[src/rtl/pip_pkg.sv]
// pip_pkg: shared types and constants for the point-in-polygon block.
// Used by pip_cell and point_in_polygon_with_holes; depends on nothing.
package pip_pkg;

    // Sizing
    localparam int MAX_EDGES = 256;
    localparam int MAX_RINGS = 8;
    localparam int COORD_W   = 16;

    localparam int CNT_W  = $clog2(MAX_EDGES + 1);
    localparam int RING_W = (MAX_RINGS > 1) ? $clog2(MAX_RINGS) : 1;
    localparam int WIND_W = $clog2(MAX_EDGES + 1) + 1;
    localparam int DIFF_W = COORD_W + 1;
    localparam int PROD_W = 2 * DIFF_W;

    typedef logic signed [COORD_W-1:0] coord_t;
    typedef logic signed [DIFF_W-1:0]  diff_t;
    typedef logic signed [PROD_W-1:0]  prod_t;
    typedef logic        [WIND_W-1:0]  wind_t;
    typedef logic        [RING_W-1:0]  ring_t;
    typedef logic        [CNT_W-1:0]   cnt_t;

    typedef struct packed {
        coord_t x;
        coord_t y;
    } vert_t;

    // One directed edge as held in a cell
    typedef struct packed {
        vert_t a;
        vert_t b;
        ring_t ring;
    } edge_t;

    // Query token passed down the chain
    typedef struct packed {
        vert_t                     pt;
        cnt_t                      left;
        wind_t [MAX_RINGS-1:0]     wind;
    } tok_t;

    // Item actions
    typedef enum logic [1:0] {
        ACT_CLEAR = 2'd0,
        ACT_LOAD  = 2'd1,
        ACT_QUERY = 2'd2
    } action_t;

    // Controller states
    typedef enum logic [1:0] {
        ST_IDLE,
        ST_LOAD2,
        ST_QUERY
    } state_t;

endpackage

[src/rtl/pip_cell.sv]
// pip_cell: one edge cell of the chain. Holds one edge, shifts it on to
// the next cell on a load, and adds its winding term to a passing query.
// Depends on pip_pkg.
module pip_cell
(
    input  logic            clk,
    input  logic            rst_n,
    input  logic            shift_en,
    input  pip_pkg::edge_t  edge_in,
    output pip_pkg::edge_t  edge_out,
    input  logic            tok_vld_in,
    input  pip_pkg::tok_t   tok_in,
    output logic            tok_vld_out,
    output pip_pkg::tok_t   tok_out
);

    pip_pkg::edge_t edge_reg;

    // stage 1 registers
    logic           vld1_reg;
    pip_pkg::tok_t  tok1_reg;
    pip_pkg::prod_t lhs_reg;
    pip_pkg::prod_t rhs_reg;
    logic           up_reg;
    logic           dn_reg;
    logic           act_reg;

    // stage 2 registers
    logic           vld2_reg;
    pip_pkg::tok_t  tok2_reg;

    pip_pkg::diff_t dx, dy, dpx, dpy;
    pip_pkg::prod_t lhs, rhs;
    pip_pkg::tok_t  tok1_next;
    pip_pkg::tok_t  tok2_next;
    logic           act;
    logic           plus_one;
    logic           minus_one;

    // Edge store: shifts one place along the chain on a load
    always_ff @(posedge clk)
    begin
        if (shift_en)
        begin
            edge_reg <= edge_in;
        end
    end

    assign edge_out = edge_reg;

    // Stage 1: cross-product terms and crossing conditions
    always_comb
    begin
        dx  = pip_pkg::diff_t'(edge_reg.b.x) - pip_pkg::diff_t'(edge_reg.a.x);
        dy  = pip_pkg::diff_t'(edge_reg.b.y) - pip_pkg::diff_t'(edge_reg.a.y);
        dpx = pip_pkg::diff_t'(tok_in.pt.x)  - pip_pkg::diff_t'(edge_reg.a.x);
        dpy = pip_pkg::diff_t'(tok_in.pt.y)  - pip_pkg::diff_t'(edge_reg.a.y);
        lhs = dx * dpy;
        rhs = dpx * dy;
        act = (tok_in.left != '0);
        tok1_next = tok_in;
        tok1_next.left = act ? (tok_in.left - pip_pkg::cnt_t'(1)) : '0;
    end

    always_ff @(posedge clk or negedge rst_n)
    begin
        if (!rst_n)
        begin
            vld1_reg <= 1'b0;
            vld2_reg <= 1'b0;
        end
        else
        begin
            vld1_reg <= tok_vld_in;
            vld2_reg <= vld1_reg;
        end
    end

    always_ff @(posedge clk)
    begin
        if (tok_vld_in)
        begin
            tok1_reg <= tok1_next;
            lhs_reg  <= lhs;
            rhs_reg  <= rhs;
            up_reg   <= (edge_reg.a.y <= tok_in.pt.y) && (edge_reg.b.y > tok_in.pt.y);
            dn_reg   <= (edge_reg.a.y > tok_in.pt.y) && (edge_reg.b.y <= tok_in.pt.y);
            act_reg  <= act;
        end
    end

    // Stage 2: compare and bump this edge's ring counter
    always_comb
    begin
        plus_one  = act_reg && up_reg && (lhs_reg > rhs_reg);
        minus_one = act_reg && dn_reg && (lhs_reg < rhs_reg);
        tok2_next = tok1_reg;
        for (int r = 0; r < pip_pkg::MAX_RINGS; r++)
        begin
            if (edge_reg.ring == pip_pkg::ring_t'(r))
            begin
                if (plus_one)
                begin
                    tok2_next.wind[r] = tok1_reg.wind[r] + pip_pkg::wind_t'(1);
                end
                else if (minus_one)
                begin
                    tok2_next.wind[r] = tok1_reg.wind[r] - pip_pkg::wind_t'(1);
                end
            end
        end
    end

    always_ff @(posedge clk)
    begin
        if (vld1_reg)
        begin
            tok2_reg <= tok2_next;
        end
    end

    assign tok_vld_out = vld2_reg;
    assign tok_out     = tok2_reg;

endmodule

[config.mk]
export PLATFORM = sky130hd
export DESIGN_NAME = pip_cell
export DESIGN_NICKNAME = d
export VERILOG_FILES = /design/src/rtl/pip_pkg.sv /design/src/rtl/pip_cell.sv
export SDC_FILE = /design/constraint.sdc
export NUM_CORES = 2
export LEC_CHECK = 0
export BUFFER_PORTS_ARGS = -buffer_cell sky130_fd_sc_hd__clkbuf_2
export CAP_MARGIN = 20
export CORE_ASPECT_RATIO = 1.4
export CORE_MARGIN = 8
export CORE_UTILIZATION = 40
export DETAILED_ROUTE_END_ITERATION = 8
export HOLD_SLACK_MARGIN = 0.06
export SYNTH_ARGS = -nofsm -noshare
export SYNTH_HDL_FRONTEND = slang
export SYNTH_SLANG_ARGS = --single-unit
[constraint.sdc]
create_clock -name clk -period 8.1 [get_ports clk]
set_clock_uncertainty 0.05 [all_clocks]
set_input_delay 0.81 -clock clk [delete_from_list [all_inputs] [get_ports clk]]
set_output_delay 0.81 -clock clk [all_outputs]
set_load 0.005 [all_outputs]
== Word level (Yosys, flattened, before mapping) ==
Cells that the tools add are included.

* Register bits after elaboration: 382
* Bits in latches: 0
* Memory bits (writable): 0
* Bits in read-only memories: 0
* Input port bits: 192
* Output and inout port bits: 189
* Logic and storage cells: 102
* Memories: 0

* Add/subtract/negate cells: 21
* $mul: 2
* Divide/modulo/power cells: 0
* Magnitude comparators: 6
* Eq/ne operators: 7
* Shifts and indexed selects: 0
* Muxes and demuxes: 24
* Bitwise operators: 0
* Reduce and logical (&&, ||, !) cells: 8

{| class="wikitable"
|+ Operators by type and width
! kind !! count
|-
| $mux 10 || 24
|-
| $add 10x1->10 const B || 8
|-
| $sub 10x1->10 const B || 8
|-
| $mul 17x17->34 || 2
|-
| $sub 16x16->17 || 4
|-
| $gt 34x34->1 || 1
|-
| $lt 34x34->1 || 1
|-
| $gt 16x16->1 || 2
|-
| $le 16x16->1 || 2
|-
| $eq 3x3->1 const B || 4
|-
| $reduce_bool 9->1 || 1
|-
| $sub 9x1->9 const B || 1
|-
| $eq 3x2->1 const B || 2
|-
| $logic_and 1x1->1 || 6
|-
| $eq 3x1->1 const B || 1
|-
| $logic_not 3->1 || 1
|}

== Logic depth before layout (Yosys ltp) ==
* Depth after elaboration: 5
* Depth in mapped cells: 35
* Gate-level depth less buffers: 34

== Least setup slack after synthesis ==
Ideal clock, no wire load.

* Path kind: input to register
* Start: input port tok_in[105] in the netlist's numbering
* End: register rhs_reg[33] (data pin)
* Arrival time: 8.363 ns
* Path slack: -0.590 ns
* Stages: 35
* Buffers on the path: 1
* Cells stage by stage: inv_1 ha_1 inv_1 fa_1 a21o_1 a41oi_1 a31oi_1 a41oi_1 a21oi_1 o21a_1 nor2_1 xnor2_1 clkbuf_1 nand2_1 fa_1 inv_1 fa_1 inv_1 fa_1 inv_1 fa_1 fa_1 inv_1 fa_1 inv_1 ha_1 a21o_1 a21oi_1 nor2b_1 a31oi_1 o21ai_1 o41ai_1 a31oi_1 nor4_1 a211oi_1

* Word-level cells in the longest chain between the ends: 2

{| class="wikitable"
|+ RTL lines
! what !! RTL line !! source
|-
| start, declared || pip_cell.sv:12 || <nowiki>input pip_pkg::tok_t tok_in,</nowiki>
|-
| $sub 16x16->17 || pip_cell.sv:56 || <nowiki>dpx = pip_pkg::diff_t'(tok_in.pt.x) - pip_pkg::diff_t'(edge_reg.a.x);</nowiki>
|-
| $mul 17x17->34 || pip_cell.sv:59 || <nowiki>rhs = dpx * dy;</nowiki>
|-
| net rhs[33] || pip_cell.sv:33 || <nowiki>pip_pkg::prod_t lhs, rhs;</nowiki>
|-
| end signal, assigned || pip_cell.sv:85 || <nowiki>rhs_reg <= rhs;</nowiki>
|-
| end, declared || pip_cell.sv:23 || <nowiki>pip_pkg::prod_t rhs_reg;</nowiki>
|}

The timed path passes the listed nets, and every way through them passes these cells.
A chain may end at the register's enable or synchronous reset.

== Worst setup path in the final report ==
* Start: register edge_reg, in the netlist edge_out[19]
* End: register lhs_reg[33] (data pin)

* Word-level cells in the longest chain between the ends: 2

{| class="wikitable"
|+ RTL lines
! what !! RTL line !! source
|-
| start, declared || pip_cell.sv:17 || <nowiki>pip_pkg::edge_t edge_reg;</nowiki>
|-
| start signal, assigned || pip_cell.sv:45 || <nowiki>edge_reg <= edge_in;</nowiki>
|-
| $sub 16x16->17 || pip_cell.sv:54 || <nowiki>dx = pip_pkg::diff_t'(edge_reg.b.x) - pip_pkg::diff_t'(edge_reg.a.x);</nowiki>
|-
| $mul 17x17->34 || pip_cell.sv:58 || <nowiki>lhs = dx * dpy;</nowiki>
|-
| net lhs[33] || pip_cell.sv:33 ||
|-
| end signal, assigned || pip_cell.sv:84 || <nowiki>lhs_reg <= lhs;</nowiki>
|-
| end, declared || pip_cell.sv:22 || <nowiki>pip_pkg::prod_t lhs_reg;</nowiki>
|}

The timed path passes the listed nets, and every way through them passes these cells.

==> metrics <==
total vias in the final route=31200; grt ovf=0; hold path depth=1; Critical Path Most Common Cell=fa_1; sequential fraction of the synthesis area=28.5%; Worst slew margin=32.2%; met3 usage=3.79%; met2 global-route usage=39.8%; CORE AREA=0.0996 mm^2; RSZ-0062 raised after global routing=yes; layout cells sized above 1=26.1%; top post-synthesis cells by area=fa_1 (30%), edfxtp_1 (28%), ha_1 (9.4%); Starting DRT DRC Count=1769; fillers=9109; hold crit path type=primary input to flip-flop; Post-Synth Adder-Cell Area=39.1%; endpoint class of the critical path=flip-flop; Setup WS post-layout=-0.0488 ns; EDFF count, synth=380; Main synth FF type=edfxtp_1; Netlist Area Pre-Place=0.0402 mm^2; clock latency on the worst-skew pair=0.63 ns; Fmax=123 MHz; via count of the first global-routing pass=33300; port bufs=380; met1 usage=25.6%; die height=391 um; busiest grt layer=met2; Synth Area in Compound Gates=6.80%; YS warnings=0; CTS Root Cell=clkbuf_16; critical path's slowest cell=fa_1; Clock Path Buffers=3; R2R setup slack=-0.05 ns; Nets=5869; Async SR Flop Fraction=0.524%; clk sink count=382; Synth top area share=29.7%; main combinational cell family by area after synthesis=adder cells; final wirelength=123000 um; vias per cell=5.09; H-tree levels=2; r2r startpoint=edge_out[19]; worst stage delay on the critical path=0.53 ns; failing checks=setup timing; Worst Hold End=edge_out[56]; Register Area=0.0115 mm^2; Final min period=8.15 ns; die area=0.111 mm^2; post-synth cell types=84; Die Wd=284 um; Routed Antenna Nets=0; worst setup path class=flip-flop to flip-flop; post-route clock period utilization=101%; multi-input logic area=0.0267 mm^2; site row count=137; Layout area overhead=25.9%; XOR/XNOR share of the synthesized area=5.06%; DR WL/cell=20.1 um; Worst-path clk slew=0.08 ns; iteration count of the initial detailed-routing pass=7; FF+latch count, synth=382; CP Data Arrival Time=8.40 ns; WP data required=8.36 ns; CP Max Fanout=4; top cell type by total area after synthesis=fa_1; n_diodes=0; r2r endpoint=lhs_reg[33]; Hold Vio Cnt, Final=0; syn_nets=4954; Inserted Clock Buffers=43; measured slew at the worst slew-check pin=1.02 ns; mux contribution to synthesized area=0.150%; Startpoint Class=flip-flop; post-synthesis simple-gate area fraction=12.4%; outcome=complete, but fails checks; HPWL Detailed=103000 um; largest net degree at the start of global routing=69; CTS tree=yes; Synth Instances=3865; first-pass GRT wire length=189000 um; IO Pins=381; GRT Overall Usage=21.9%; worst hold start=edge_in[56]; initial antenna violation count=3; gpl congestion=0.947; final setup fails=3; # DRC=0; max-cap violation count=0; Slew Limit Fails=0; Worst R2R Path Depth=35; Initial Util=40.3%; setup TNS=-0.0878 ns; Avg Inst Size Synth=10.4 um^2
[layout make-up]
type	instances	area share, %
Clock buffer	49	2.17
Clock inverter	27	0.601
Tap cell	1320	3.27
Timing Repair Buffer	951	12.9
Multi-Input combinational cell	2648	52.7
Inverter	754	5.62
Sequential cell	382	22.7
[how the worst max path moves through the flow]
stage                  from          end
6_report       edge_out[19]  lhs_reg[33]
5_1_grt        edge_out[19]  lhs_reg[27]
3_5_place_dp    tok_in[105]  rhs_reg[32]
4_1_cts        edge_out[19]  lhs_reg[27]
2_1_floorplan   tok_in[105]  rhs_reg[33]
3_3_place_gp    tok_in[105]  rhs_reg[32]
[synth_stat cells (9+ instances only)]
cell type,count
ha_1,301
nor2_1,325
nor2b_1,58
xor2_1,105
a22oi_1,12
nor4_1,16
nand3_1,47
and2_1,37
o21ai_0,63
a21o_1,41
a21oi_1,161
inv_1,752
clkbuf_1,49
nor3b_1,10
nand2_1,397
o21bai_1,12
or3_1,21
o211ai_1,12
buf_2,18
o21a_1,23
nand4_1,32
fa_1,596
nand2b_1,36
and3_1,20
or2_2,9
a31oi_1,19
xnor2_1,125
edfxtp_1,380
nor3_1,45
[routing by layer]
metal / up-vias / wire, um
met5: - / 0
met4: 0 / 5620
met3: 267 / 7670
met2: 1068 / 62400
met1: 15600 / 47300
li1: 14200 / -
[what timing repair did]
action,in CTS,in global routing
endpoints found under the hold margin,2,0
setup endpoints to repair,20,24
hold buffers,1,0
setup buffers,32,35
pin swaps,93,71
gates resized for setup,113,116
[critical path, delay by kind of cell, from the launching register on]
family | cells | cell delay [ns]
AO/OA/AOI/OAI | 14 | 2.54
adder cells (fa/ha/maj) | 9 | 3.73
buffers and inverters | 8 | 0.54
flip-flops | 1 | 0.38
AND/OR/NAND/NOR | 4 | 0.60
[cell families (layout without fill, tap and decap cells)]
family | after synthesis | after routing
simple gates | 1089 | 1089
fa+ha+maj | 897 | 897
buf+inv | 835 | 1781
compound gates | 425 | 425
flops | 382 | 382
xor+xnor | 231 | 231
mux | 6 | 6
[placed cells by master, fill, tap and decap left out, types with 9 or more instances in the layout]
master / Yosys / layout
buf_4: 3 / 530
xnor2_1: 125 / 109
fa_2: 0 / 19
buf_12: 0 / 21
clkbuf_2: 2 / 378
or3_1: 21 / 20
inv_2: 0 / 29
buf_6: 4 / 20
fa_1: 596 / 577
o21ai_2: 2 / 10
xnor2_2: 0 / 12
nor3_1: 45 / 43
o21bai_1: 12 / 12
a21oi_2: 1 / 30
nand2_2: 5 / 22
nand3_1: 47 / 47
nor2_1: 325 / 313
o21a_1: 23 / 22
a21oi_1: 161 / 127
and3_1: 20 / 16
nand2b_1: 36 / 34
nor4_1: 16 / 14
o21ai_0: 63 / 55
clkbuf_16: 0 / 43
a22oi_1: 12 / 12
a31oi_1: 19 / 13
nor2b_1: 58 / 56
nand4_1: 32 / 32
a21o_1: 41 / 40
inv_1: 752 / 722
xor2_1: 105 / 102
clkinv_1: 2 / 9
ha_1: 301 / 277
edfxtp_1: 380 / 380
and2_1: 37 / 36
o211ai_1: 12 / 12
ha_4: 0 / 21
nand2_1: 397 / 379
nor3b_1: 10 / 9
[stage by stage]
step | std cells | setup WS (ns) | area [um^2] | hold WS, ns | utilization, %
6_report | 6131 | -0.0488 | 50600 | 0.299 | 50.8
4_1_cts | 6100 | -0.0557 | 49800 | 0.248 | 50.0
3_5_place_dp | 5992 | -0.696 | 47600 | 0.355 | 47.8
2_1_floorplan | 3865 | -0.0725 | 40400 | 0.350 | -
5_1_grt | 6131 | -0.411 | 50600 | 0.255 | 50.8
3_3_place_gp | 5992 | -0.570 | 47600 | 0.350 | 47.8
Power is left out: the tool's default activity adds up to more than one toggle a clock period on the data nets, which glitch-free logic cannot reach.
